$ cat src/design/fta_pkg.sv
`default_nettype none
package fta_pkg;
	typedef enum logic [1:0] {
		STAT_RECORD  = 2'd0,
		STAT_EMPTY   = 2'd1,
		STAT_DROPPED = 2'd2
	} status_t;

	localparam logic OP_PACKET = 1'b0;
	localparam logic OP_FLUSH  = 1'b1;

	localparam int KEY_W   = 96;
	localparam int TIME_W  = 64;
	localparam int PKTS_W  = 32;
	localparam int BYTES_W = 48;

	// controller -> datapath commands
	typedef struct packed {
		logic load;      // capture input word, launch CAM match
		logic update;    // write hit entry
		logic alloc;     // write free entry
		logic rd_flow;   // read entry at scan slot
		logic emit_drop;
		logic emit_empty;
		logic emit_rec;
		logic rec_last;
		logic clr_slot;  // invalidate scan slot
	} cmd_t;

	// datapath -> controller status
	typedef struct packed {
		logic op;
		logic hit;
		logic has_free;
		logic any_valid;
	} sts_t;
endpackage
`default_nettype wire

$ cat src/design/fta_ctrl.sv
`default_nettype none
module fta_ctrl #(
	parameter int TABLE_ENTRIES = 64,
	parameter int IDX_W = (TABLE_ENTRIES > 1) ? $clog2(TABLE_ENTRIES) : 1
) (
	input  wire logic                   clk,
	input  wire logic                   arst_n,
	input  wire logic                   start,
	output logic                        busy,
	input  wire fta_pkg::sts_t          sts,
	input  wire logic [TABLE_ENTRIES-1:0] valid_vec,
	output fta_pkg::cmd_t               cmd,
	output logic [IDX_W-1:0]            scan_idx
);
	typedef enum logic [4:0] {
		S_IDLE   = 5'b00001,
		S_DEC    = 5'b00010,
		S_FIND   = 5'b00100,
		S_READ   = 5'b01000,
		S_EMIT   = 5'b10000
	} state_t;

	state_t state_q, state_d;
	logic [IDX_W-1:0] scan_q, scan_d;

	// next valid slot and whether one follows it
	logic             nxt_found;
	logic [IDX_W-1:0] nxt_idx;
	logic             more;
	always_comb begin
		nxt_found = 1'b0;
		nxt_idx = '0;
		for (int i = TABLE_ENTRIES - 1; i >= 0; i--) begin
			if (valid_vec[i]) begin
				nxt_found = 1'b1;
				nxt_idx = IDX_W'(i);
			end
		end
		more = 1'b0;
		for (int i = 0; i < TABLE_ENTRIES; i++) begin
			if (valid_vec[i] && IDX_W'(i) != scan_q) begin
				more = 1'b1;
			end
		end
	end

	always_comb begin
		cmd = '0;
		state_d = state_q;
		scan_d = scan_q;
		unique case (state_q)
			S_IDLE: begin
				if (start) begin
					cmd.load = 1'b1;
					state_d = S_DEC;
				end
			end
			S_DEC: begin
				if (sts.op == fta_pkg::OP_PACKET) begin
					if (sts.hit) begin
						cmd.update = 1'b1;
					end else if (sts.has_free) begin
						cmd.alloc = 1'b1;
					end else begin
						cmd.emit_drop = 1'b1;
					end
					state_d = S_IDLE;
				end else if (!sts.any_valid) begin
					cmd.emit_empty = 1'b1;
					state_d = S_IDLE;
				end else begin
					state_d = S_FIND;
				end
			end
			S_FIND: begin
				scan_d = nxt_idx;
				state_d = S_READ;
			end
			S_READ: begin
				cmd.rd_flow = 1'b1;
				state_d = S_EMIT;
			end
			S_EMIT: begin
				cmd.emit_rec = 1'b1;
				cmd.rec_last = !more;
				cmd.clr_slot = 1'b1;
				state_d = more ? S_FIND : S_IDLE;
			end
			default: state_d = S_IDLE;
		endcase
	end

	always_ff @(posedge clk or negedge arst_n) begin
		if (!arst_n) begin
			state_q <= S_IDLE;
			scan_q <= '0;
		end else begin
			state_q <= state_d;
			scan_q <= scan_d;
		end
	end

	assign busy = (state_q != S_IDLE);
	assign scan_idx = scan_q;

	property p_find_has_slot;
		@(posedge clk) disable iff (!arst_n) (state_q == S_FIND) |-> nxt_found;
	endproperty
	a_find_has_slot: assert property (p_find_has_slot) else $error("flush scan with no valid slot");

	property p_emit_after_read;
		@(posedge clk) disable iff (!arst_n) cmd.emit_rec |-> $past(cmd.rd_flow);
	endproperty
	a_emit_after_read: assert property (p_emit_after_read) else $error("record without read");

	property p_emit_valid;
		@(posedge clk) disable iff (!arst_n) cmd.emit_rec |-> valid_vec[scan_q];
	endproperty
	a_emit_valid: assert property (p_emit_valid) else $error("record of invalid slot");
endmodule
`default_nettype wire

$ cat config.mk
export PLATFORM = sky130hd
export DESIGN_NAME = fta_ctrl
export DESIGN_NICKNAME = d
export VERILOG_FILES = /design/src/design/fta_pkg.sv /design/src/design/fta_ctrl.sv
export SDC_FILE = /design/constraint.sdc
export NUM_CORES = 1
export LEC_CHECK = 0
export BUFFER_PORTS_ARGS = -buffer_cell sky130_fd_sc_hd__buf_2
export CELL_PAD_IN_SITES_DETAIL_PLACEMENT = 1
export CELL_PAD_IN_SITES_GLOBAL_PLACEMENT = 2
export CORE_MARGIN = 4
export CORE_UTILIZATION = 28
export CTS_BUF_LIST = sky130_fd_sc_hd__clkbuf_4
export DETAILED_ROUTE_END_ITERATION = 10
export GPL_TIMING_DRIVEN = 0
export MAX_ROUTING_LAYER = met4
export PLACE_DENSITY = 0.91
export SLEW_MARGIN = 20
export SYNTH_ARGS = -nofsm -noshare
export SYNTH_HDL_FRONTEND = slang
export SYNTH_SLANG_ARGS = --single-unit
$ cat constraint.sdc
create_clock -name clk -period 5.4 [get_ports clk]
set_input_delay 0 -clock clk [delete_from_list [all_inputs] [get_ports clk]]
set_output_delay 0 -clock clk [all_outputs]
set_load 0.1 [all_outputs]
==> impl_results.md, run 1 <==
- Smallest setup slack after layout: roughly 1.9 ns
- Data required time at the worst endpoint: 5.40 ns
- Last weighted congestion value of the routability-driven placer: 0.9673
- Final min period: 3.493 ns
- Sequential group share of total power: 0.168
- Synth Instances: ~350
- Total non-filler cell area in the finished layout: 0.002878 sq mm
- Worst slack at placement: 2.313 ns
- Slowest cell on the critical path: o32ai_1
- Post-detailed-placement half-perimeter wirelength: approximately 10000 um
- Number of antenna violations at the first check in global routing: 0
- Final clock period utilization by the worst path: 0.6468
- ANT nets after route: 0
- Number of diodes added for antenna fixing: 0
- Critical path's top delay family: simple AND/OR/NAND/NOR gates
- Most common flop cell mapped by yosys: dfrtp_1
- Buf/Inv on CP: 3
- DRC violations left: 0
- Clock Path Buffers: 2
- Leading post-synthesis cells by cell area: dfrtp_1 11%, o32ai_1 11%, nor2_1 11%, nor3_1 8.9%, nor4_1 5.3%
- Max transition margin: 0.5581
- Actual transition at the worst max-transition pin: 0.6568 ns
- Highest-count cells in the layout ignoring fill and taps: 88 x buf_2, 65 x nor2_1, 40 x nor3_1, 28 x o32ai_1, 23 x nand2_1
- Post-detailed-route wirelength per cell: between 20 and 25 um
- Longest individual stage delay on the worst path: 0.50 ns
- Final hold violation count: 0
- Capturing element type of the critical path: output pin
- Critical path, cell by cell: nand2b_1 > clkbuf_1 > clkbuf_1 > o32ai_1 > o32ai_1 > nor4_1 > nand4_2 > nor4_4 > buf_2
- Via count of the first global-routing pass: roughly 3.4k
- Worst hold slack across all endpoints: ~0.033 ns
- Mapped Area: 0.002260 sq mm
- Lkg Pwr: ~1.1 nW
- First-pass GRT wire length: 18600 um
- Kind of path behind the tightest hold check: in -> reg
- Clock share of power: 0.064
- Clock-pin slew on the worst setup and hold paths: 0.08 ns
- Share of the synthesized area in the top cell type: 0.1107
- Number of storage elements in the synthesis netlist: 11
- Share of total power consumed by net switching: 0.6633
- Share of post-route cells with drive strength above 1: 0.2437
- Placed Area: 0.002818 sq mm
- Via total after detailed routing: 3407
- Area enclosed by the die boundary: roughly 0.0096 sq mm
- Post-CTS setup buffer count: 0
- Achievable clock frequency: between 0.2 and 0.3 GHz
- Pin count of the biggest net entering global routing: 12
- Yosys cell types: 51
- Most common library cell in the layout ignoring fill and taps: buf_2
- Setup repair after global routing missed its margin: false
- Number of design-rule violations left by the first detailed-router iteration: between 200 and 300
- Number of buffers created by CTS: 3
- Number of enable flip-flop cells after synthesis: 0
- All-layer global routing usage: 0.2480
- Core area: between 0.007 and 0.008 sq mm
- Synth async-reset ratio: 1.000
- Portion of total power attributed to combinational logic: 0.768
- Library cell used as clock root buffer: clkbuf_4
- Number of nets produced by synthesis: 417
- Signed area change from the synthesized netlist to the final layout: 27.35%
- Detail-routed via count per cell: about 6.3
- Total of max-cap violations: 0
- Row cnt: 32
- TritonCTS Sinks: 11
- Setup total negative slack: 0 ns
- Warnings, synthesis: 0
- Cell-internal power: 0.0003345 W
- Switching power: 0.0006590 W
- Count of final setup violators: 0
- Register-to-Register Setup Slack: 2.46 ns
- Top fanout value on the critical path: 10
- Number of fill cells in the layout: approximately 1.1k
- Nets@finish: roughly 500
- Buffers on Ports: 86
- Initial Utilization: 0.2909
- Arrival time at the worst endpoint: about 3.5 ns
- Mean post-synth cell area: 6.531 sq um
- Number of slew-limit violations in the final report: 0
- Die height: 97.84 um
- Largest area contributor in the netlist: dfrtp_1
- Die X: around 100 um
- Global route total overflow: 0
- Worst-skew pair later-pin latency: 0.28 ns
- First-pass iteration count of the detailed router: 4
- Type of origin of the critical path: flip-flop
- TritonCTS clock tree: yes
- Clock tree skew after final layout: 0.007045 ns
- Portion of the post-synthesis area used by sequential elements: 0.1224
- VDD IR-drop max: 437.4 uV
- Number of top-level design ports: slightly below 90
- Final Power: 0.0009935 W
- Cell area power density: around 350 mW/mm^2
- Status: finished clean
- Drt total wl: 12200 um
- Critical path start-end classification: reg -> out
- CTS H-Tree Depth: 1
-- registers in the layout, summed over array words and instances (netlist names) --
signal,flops
state_q,5
scan_idx,6
-- power groups by stage --
stage                     clock network (W)  logic [W]  registers [W]
after global placement                    0   0.000746       0.000162
after detailed placement                  0   0.000750       0.000167
after CTS                         0.0000675   0.000753       0.000166
after floorplan                           0   0.000372       0.000315
final                             0.0000633   0.000763       0.000167
after global routing              0.0000710   0.000805       0.000174
-- worst register-to-register path, stage by stage, from the launching register on --
cell and delay, ns:
dfrtp_1 0.44, nand2b_1 0.17, clkbuf_1 0.24, clkbuf_1 0.34
o32ai_1 0.50, o32ai_1 0.16, nor4_1 0.45, nand4_2 0.24
nor4_4 0.20, a311o_1 0.14
-- final cells by class --
cell class	count	area (sq um)	share of cell area
Buffer	15	77.57	0.02696
Inverter	17	63.81	0.02217
Multi-Input combinational cell	303	1842	0.6400
Timing Repair Buffer	89	460.4	0.1600
Clock buffer	4	30.03	0.01043
Sequential cell	11	276.5	0.09609
Tap cell	102	127.6	0.04435
-- cells in the mapped netlist, drive strengths merged, types with 3 or more instances --
cell type	n
nand4	4
or4	4
and3	4
nand3	5
nand3b	5
a21oi	18
nor3b	4
or3	13
clkbuf	10
nor3	40
nor4	21
nand4bb	6
nand2b	3
nor2	65
o32ai	31
a31oi	3
nand4b	4
inv	17
o31ai	7
o21ai	17
buf	5
nand2	23
or4b	4
dfrtp	10
-- metrics by stage --
stage,cells,util
floorplan,346,-
global placement,534,0.3628
detailed placement,534,0.3628
CTS,541,0.3705
global route,541,0.3705
finish,541,0.3705
-- cell families after synthesis --
kind of cell    Yosys count  synth area share
simple gates            209            0.5072
compound gates           93            0.3034
buf+inv                  32           0.06257
flops                    11            0.1224
mux                       1          0.004430
-- routing by layer --
layer  vias to the layer above  part of all wire  global-route usage
met5                         -                 0                   -
met4                         0             0.037              0.1001
met3                        29             0.075             0.04429
met2                       159              0.47              0.4005
met1                      1664              0.42              0.3053
li1                       1555                 -                   -
-- timing repair --
item                                   CTS  global route
hold buffers                             3             0
gates resized for setup                  0             0
endpoints found under the hold margin   13             0
-- path summary, 6_finish.rpt --
path	cells after the start	from	end
worst min-delay path	3	sts[3]	state_q[2]$_DFFE_PN0P_
worst max register to register	9	scan_idx[5]$_DFFE_PN0P_	state_q[0]$_DFFE_PN1P_
worst min register to register	2	state_q[1]$_DFFE_PN0P_	state_q[4]$_DFFE_PN0P_
worst max-delay path	9	scan_idx[5]$_DFFE_PN0P_	cmd[1]
min in group asynchronous	2	arst_n	scan_idx[5]$_DFFE_PN0P_
max in group asynchronous	2	arst_n	state_q[0]$_DFFE_PN1P_
Power figures use the tool's default switching activity.
==> run 2: changes to the inputs <==
- ABC_AREA: default -> 1
- CORE_UTILIZATION: 28 -> 21
- PLACE_DENSITY: 0.91 -> 0.81
- clock period: 5.4 -> 2.9 ns (I/O delays scaled with it)
==> impl_results.md, run 2 <==
- Drt total wl: 10240 um (-16%)
- Clock share of power: 0.077 (+0.013)
- DRC violations left: 0 (unchanged)
- Global route total overflow: 0 (unchanged)
- ANT nets after route: 0 (unchanged)
- Count of final setup violators: 1 (+1)
- Clock-pin slew on the worst setup and hold paths: 0.07 ns (about the same)
- Setup repair after global routing missed its margin: true
- Number of enable flip-flop cells after synthesis: 0 (unchanged)
- Most common flop cell mapped by yosys: dfrtp_1
- Kind of path behind the tightest hold check: in -> reg
- Synth async-reset ratio: 1.000 (unchanged)
- Cell-internal power: 0.0005089 W (+52%)
- Signed area change from the synthesized netlist to the final layout: 34.58%
- Mapped Area: 0.002178 sq mm (-3.6%)
- Buf/Inv on CP: 2 (-1)
- Number of top-level design ports: 87 (unchanged)
- Number of buffers created by CTS: 3 (unchanged)
- Last weighted congestion value of the routability-driven placer: 0.9632 (-0.42%)
- Slowest cell on the critical path: buf_8
- Detail-routed via count per cell: 4.782 (-24%)
- Arrival time at the worst endpoint: 3.24 ns (-0.25 ns)
- Crit path capture: scan_idx[0]$_DFFE_PN0P_
- R2R cell count: 10 (+1)
- Number of nets produced by synthesis: 477 (+14%)
- Number of design-rule violations left by the first detailed-router iteration: 105 (-63%)
- Number of fill cells in the layout: 1354 (+29%)
- First-pass iteration count of the detailed router: 4 (unchanged)
- Portion of the post-synthesis area used by sequential elements: 0.1269 (+0.004569)
- Worst-skew pair later-pin latency: 0.26 ns (-0.02 ns)
- Final hold violation count: 0 (unchanged)
- Initial Utilization: 0.2188 (-0.07209)
- Clock Path Buffers: 2 (unchanged)
- Worst setup path start: valid_vec[62]
- Longest individual stage delay on the worst path: 0.08 ns (-0.42 ns)
- Most common library cell in the layout ignoring fill and taps: nand2_1
- Clock tree skew after final layout: 0.003141 ns (-0.003904 ns)
- Violations in the final reports: negative setup slack
- Data required time at the worst endpoint: 3.06 ns (-2.34 ns)
- Core area: 0.009955 sq mm (+28%)
- Final min period: about 3 ns
- Die X: 109.9 um (+12%)
- Capturing element type of the critical path: flip-flop
- Mux contribution to synthesized area: 0 (-0.004430)
- Count of placed standard cells in the final layout, fillers left out: 633 (+17%)
- Type of origin of the critical path: input port
- Yosys cell types: 27 (-47%)
- Portion of total power attributed to combinational logic: 0.739 (-0.029)
- Detailed-routed wire length on met2: 5042 um (-12%)
- Actual transition at the worst max-transition pin: 0.6680 ns (+0.01122 ns)
- Die height: 109.9 um (+12%)
- Critical path's top delay family: simple AND/OR/NAND/NOR gates
- Post-detailed-placement half-perimeter wirelength: 9117 um (-9.5%)
- All-layer global routing usage: 0.1782 (-0.06981)
- Number of storage elements in the synthesis netlist: 11 (unchanged)
- First-pass GRT wire length: 16370 um (-12%)
- Post-synthesis share of cell area spent on xor and xnor gates: 0 (unchanged)
- Routed length on met3: 474 um (-48%)
- Placed Area: 0.002816 sq mm (about the same)
- Final clock period utilization by the worst path: 1.062
- Register-to-Register Setup Slack: 0.31 ns (-2.15 ns)
- Number of diodes added for antenna fixing: 0 (unchanged)
- Compound-gate portion of the synthesized area: 0.2343 (-0.06908)
- Synth Instances: 406 (+17%)
- Leading post-synthesis cells by cell area: nand2_1 19%, o21ai_0 15%, inv_1 14%, dfrtp_1 11%, bufinv_8 8.0%
- Top fanout value on the critical path: 4 (-6)
- Number of slew-limit violations in the final report: 0 (unchanged)
- Achievable clock frequency: 0.3247 GHz
- CTS H-Tree Depth: 1 (unchanged)
- Share of total power consumed by net switching: 0.6479 (-0.01549)
- Library cell used as clock root buffer: clkbuf_4
- Highest-count cells in the layout ignoring fill and taps: 108 x nand2_1, 82 x inv_1, 82 x buf_2, 62 x o21ai_0, 33 x nor2_1
- Row cnt: 36 (+13%)
- Warnings, synthesis: 0 (unchanged)
- TritonCTS Sinks: 11 (unchanged)
- Top-count cell post-synth: nand2_1
- Sequential group share of total power: 0.184 (+0.016)
- Finished Core Util: 0.2945 (-0.07599)
- Share of the synthesized area in the top cell type: 0.1895 (+0.07880)
- Largest family of logic cells by synthesized area: simple AND/OR/NAND/NOR gates
- Largest area contributor in the netlist: nand2_1
- Final Power: 0.001445 W (+45%)
- VDD IR-drop max: 797.6 uV (+82%)
- Most common cell type on the critical path: nand2_1
- Buffers on Ports: 86 (unchanged)
- Max transition margin: 0.5506 (-0.007548)
- Status: finished, violations left
- Smallest setup slack after layout: -0.1800 ns (-2.087 ns)
- Highest signal layer in the routed design: met4
- Critical path start-end classification: in -> reg
- Source of the worst register-to-register timing path: scan_idx[5]$_DFFE_PN0P_
- Via count of the first global-routing pass: 3254 (-3.7%)
- Total non-filler cell area in the finished layout: 0.002932 sq mm (+1.9%)
- Total of max-cap violations: 0 (unchanged)
- Post-Synth Adder-Cell Area: 0 (unchanged)
- Number of antenna violations at the first check in global routing: 0 (unchanged)
- Nets@finish: 572 (+12%)
- TritonCTS clock tree: yes
- Area enclosed by the die boundary: 0.01207 sq mm (+26%)
- Pin count of the biggest net entering global routing: 12 (unchanged)
- Met1 Routed Length: 4505 um (-12%)
- Leading cell types by count after synthesis: 110 x nand2_1, 84 x inv_1, 66 x o21ai_0
- Cell area power density: 493.0 mW/mm^2 (+43%)
- Capture instance of the worst register-to-register path: state_q[2]$_DFFE_PN0P_
- Mean post-synth cell area: 5.365 sq um (-18%)
- Lkg Pwr: 1.531 nW (+43%)
- Post-detailed-route wirelength per cell: 16.18 um (-28%)
- Switching power: 0.0009362 W (+42%)
- Critical Path Stages: 66 (+57)
- Basic-gate share of the synthesized area counting and, or, nand and nor cells: 0.3980 (-0.1092)
- Via total after detailed routing: 3027 (-11%)
- Number of flip-flops in the largest register: 6 (unchanged)
- Inst Count DP: 625 (+17%)
- Share of post-route cells with drive strength above 1: 0.2460 (+0.002264)
==> run 2: area by class of cell <==
class,count,area (sq um),share of cell area
well taps,133,166.4,0.05676
inverters,97,501.7,0.1711
plain buffers,5,23.77,0.008109
repair buffers,90,494.2,0.1686
multi-input cells,293,1426,0.4866
flip-flops and latches,11,289.0,0.09859
clock buffers,4,30.03,0.01024
==> run 2: per-stage QoR <==
step | hold slack, ns | setup slack, ns | TNS [ns]
2_1_floorplan | -0.2956 | -0.2713 | -1.031
3_3_place_gp | -0.1206 | -0.5502 | -0.5502
3_5_place_dp | -0.1139 | -0.6224 | -0.6224
4_1_cts | 0.02423 | -0.2964 | -0.2964
5_1_grt | 0.04582 | -0.9473 | -1.005
6_report | 0.02175 | -0.1800 | -0.1800
==> run 2: cells by family (layout without fill, tap and decap cells) <==
family | after synthesis | in the layout
AOI/OAI and AO/OA | 92 | 92
and+or+nand+nor | 201 | 201
buffers and inverters | 102 | 196
DFF | 11 | 11
==> run 2: worst min path at each step <==
stage / from / end / slack (ns) / cells after the start
6_report: sts[0] / state_q[2]$_DFFE_PN0P_ / 0.02 / 2
5_1_grt: sts[0] / state_q[2]$_DFFE_PN0P_ / 0.05 / 2
4_1_cts: sts[0] / state_q[2]$_DFFE_PN0P_ / 0.02 / 2
3_5_place_dp: arst_n / state_q[3]$_DFFE_PN0P_ / -0.11 / 1
3_3_place_gp: arst_n / state_q[1]$_DFFE_PN0P_ / -0.12 / 1
2_1_floorplan: arst_n / scan_idx[0]$_DFFE_PN0P_ / -0.30 / 0
==> run 2: power by group through the flow <==
stage          Clock (W)  Sequential [W]  Combinational, W
2_1_floorplan          0        0.000473          0.000557
3_3_place_gp           0        0.000262           0.00105
3_5_place_dp           0        0.000266           0.00106
4_1_cts         0.000116        0.000265           0.00107
5_1_grt         0.000123        0.000272           0.00116
6_report        0.000111        0.000266           0.00107
==> run 2: metal layers <==
metal / vias up / GRT usage
met5: - / -
met3: 18 / 0.01116
met1: 1402 / 0.2177
met2: 93 / 0.3172
met4: 0 / 0.04630
li1: 1514 / -
==> run 2: worst reg2reg max path, stage by stage, from the launching register on <==
cell,delay [ns]
dfrtp_4,0.49
inv_1,0.10
nand2_1,0.17
clkbuf_2,0.23
o21ai_0,0.25
nand4_1,0.14
nor4_2,0.33
nand4_1,0.26
buf_4,0.21
buf_4,0.12
a32o_1,0.20
==> run 2: timing repair <==
| action | 4_1_cts | 5_1_grt |
|---|---|---|
| hold buffers | 2 | 0 |
| setup endpoints to repair | 2 | 2 |
| endpoints found under the hold margin | 12 | 0 |
| setup buffers | 1 | 1 |
| pin swaps | 1 | 6 |
| gates resized for setup | 11 | 10 |
==> run 3: changes to the inputs <==
- CAP_MARGIN: default -> 20
- PLACE_DENSITY: 0.81 -> default
- PLACE_DENSITY_LB_ADDON: default -> 0.1
==> impl_results.md, run 3 (synthesis gave the netlist of run 2 again) <==
- Signed area change from the synthesized netlist to the final layout: 33.77%
- Lkg Pwr: 1.525 nW (-0.43%)
- Type of origin of the critical path: input port
- Row cnt: 36 (unchanged)
- ANT nets after route: 0 (unchanged)
- Cell area power density: 496.3 mW/mm^2 (+0.67%)
- CTS H-Tree Depth: 1 (unchanged)
- Setup repair after global routing missed its margin: true
- Final clock period utilization by the worst path: 1.056 (-0.006405)
- Arrival time at the worst endpoint: 3.21 ns (-0.03 ns)
- Most common cell type on the critical path: nand2_1
- Die height: 109.9 um (unchanged)
- Highest-count cells in the layout ignoring fill and taps: 108 x nand2_1, 82 x inv_1, 81 x buf_2, 65 x o21ai_0, 34 x nor2_1
- Buffers on Ports: 86 (unchanged)
- DRC violations left: 0 (unchanged)
- Initial Utilization: 0.2188 (unchanged)
- Achievable clock frequency: 0.3266 GHz (+0.61%)
- TritonCTS Sinks: 11 (unchanged)
- R2R cell count: 10 (unchanged)
- Number of design-rule violations left by the first detailed-router iteration: 151 (+44%)
- Clock-pin slew on the worst setup and hold paths: 0.06 ns (about the same)
- Buf/Inv on CP: 1 (-1)
- Critical path start-end classification: in -> reg
- Max transition margin: 0.5020 (-0.04855)
- Pin count of the biggest net entering global routing: 12 (unchanged)
- Worst-skew pair later-pin latency: 0.25 ns (about the same)
- Number of flip-flops in the largest register: 6 (unchanged)
- Clock tree skew after final layout: 0.005821 ns (+0.002680 ns)
- Capture instance of the worst register-to-register path: state_q[0]$_DFFE_PN1P_
- Post-detailed-placement half-perimeter wirelength: 9275 um (+1.7%)
- Actual transition at the worst max-transition pin: 0.7401 ns (+0.07216 ns)
- Area enclosed by the die boundary: 0.01207 sq mm (unchanged)
- Nets@finish: 570 (-0.35%)
- TritonCTS clock tree: yes
- Number of top-level design ports: 87 (unchanged)
- Setup total negative slack: -0.1838 ns (-0.003826 ns)
- Last weighted congestion value of the routability-driven placer: 0.9043 (-6.1%)
- Data required time at the worst endpoint: 3.05 ns (about the same)
- Number of slew-limit violations in the final report: 0 (unchanged)
- Number of antenna violations at the first check in global routing: 0 (unchanged)
- Number of diodes added for antenna fixing: 0 (unchanged)
- Detail-routed via count per cell: 4.618 (-3.4%)
- Violations in the final reports: negative setup slack
- Core area: 0.009955 sq mm (unchanged)
- Slowest cell on the critical path: buf_8
- Via count of the first global-routing pass: 2985 (-8.3%)
- Source of the worst register-to-register timing path: scan_idx[4]$_DFFE_PN0P_
- Kind of path behind the tightest hold check: in -> reg
- Library cell used as clock root buffer: clkbuf_4
- Via total after detailed routing: 2914 (-3.7%)
- Share of post-route cells with drive strength above 1: 0.2390 (-0.007044)
- Smallest setup slack after layout: -0.1614 ns (+0.01857 ns)
- First-pass GRT wire length: 15950 um (-2.6%)
- Final hold violation count: 0 (unchanged)
- Die X: 109.9 um (unchanged)
- Final min period: 3.061 ns (-0.01857 ns)
- Longest individual stage delay on the worst path: 0.10 ns (+0.02 ns)
- Most common library cell in the layout ignoring fill and taps: nand2_1
- Hold path depth: 3 (+1)
- Critical path's top delay family: simple AND/OR/NAND/NOR gates
- Source of the worst hold timing path: start
- Clock Path Buffers: 2 (unchanged)
- Top fanout value on the critical path: 4 (unchanged)
- Post-detailed-route wirelength per cell: 16.61 um (+2.6%)
- All-layer global routing usage: 0.1765 (-0.001727)
- Status: finished, violations left
- Hold worst-path end: state_q[1]$_DFFE_PN0P_
- Total of max-cap violations: 0 (unchanged)
- Number of buffers created by CTS: 3 (unchanged)
- Register-to-Register Setup Slack: 0.31 ns (about the same)
- Finished Core Util: 0.2927 (-0.001760)
- Global route total overflow: 0 (unchanged)
- VDD IR-drop max: 686.3 uV (-14%)
- Count of final setup violators: 2 (+1)
- Drt total wl: 10480 um (+2.3%)
- First-pass iteration count of the detailed router: 4 (unchanged)
- Capturing element type of the critical path: flip-flop
[run 3: cell types whose count changed in the layout (fill, tap and decap cells not counted), sizes merged]
cell | before | now
dlygate4sd3 | 2 | 1
buf | 89 | 88
[run 3: power by group]
group          internal [W]  switching, W  total, W
registers          0.000215     0.0000473  0.000263
logic              0.000230      0.000850   0.00108
clock network     0.0000622     0.0000423  0.000105
total              0.000507      0.000939   0.00145
[run 3: cell type report]
class                   instances  area, sq um
clock buffers                   4        30.03
flip-flops and latches         11        289.0
repair buffers                 88        486.7
fillers                      1362         7041
multi-input cells             293         1418
inverters                      97        501.7
plain buffers                   5        22.52
well taps                     133        166.4
[run 3: tightest hold or removal path, cell delays in order]
cell	delay, ns
buf_2	0.07
nor2_1	0.06
nor2_1	0.10
[run 3: worst max path at each step]
stage | start | to | slack [ns] | cells after the start
after floorplan | state_q[2]$_DFFE_PN0P_ | cmd[3] | -0.27 | 5
after detailed placement | valid_vec[62] | scan_idx[0]$_DFFE_PN0P_ | -0.62 | 66
after global routing | valid_vec[63] | scan_idx[0]$_DFFE_PN0P_ | -0.83 | 65
after global placement | valid_vec[62] | scan_idx[0]$_DFFE_PN0P_ | -0.59 | 66
final | valid_vec[63] | scan_idx[0]$_DFFE_PN0P_ | -0.16 | 65
after CTS | valid_vec[63] | scan_idx[0]$_DFFE_PN0P_ | -0.28 | 65
[run 3: metal layers]
layer / track usage / wire length (um)
met1: 0.2331 / 4873
met2: 0.3072 / 5223
met3: 0.007634 / 303
met4: 0.02137 / 80
met5: - / 0
[run 3: metrics by stage]
step           hold WS, ns  setup slack, ns  cells  instance area [sq um]  power (W)
2_1_floorplan      -0.2956          -0.2713    406                   2220   0.001030
3_3_place_gp       -0.1290          -0.5938    625                   2816   0.001330
4_1_cts            0.03044          -0.2779    631                   2898   0.001455
6_report           0.02452          -0.1614    631                   2914   0.001446
3_5_place_dp       -0.1292          -0.6211    625                   2816   0.001338
5_1_grt            0.02491          -0.8259    631                   2914   0.001561
[run 3: what timing repair did]
action                                  CTS  global route
pin swaps                                 2             1
cloned                                    0             0
resized for setup                        12             5
endpoints found under the hold margin    11             0
endpoints found under the setup margin    2             2
hold buffers                              1             0
setup buffers                             1             0
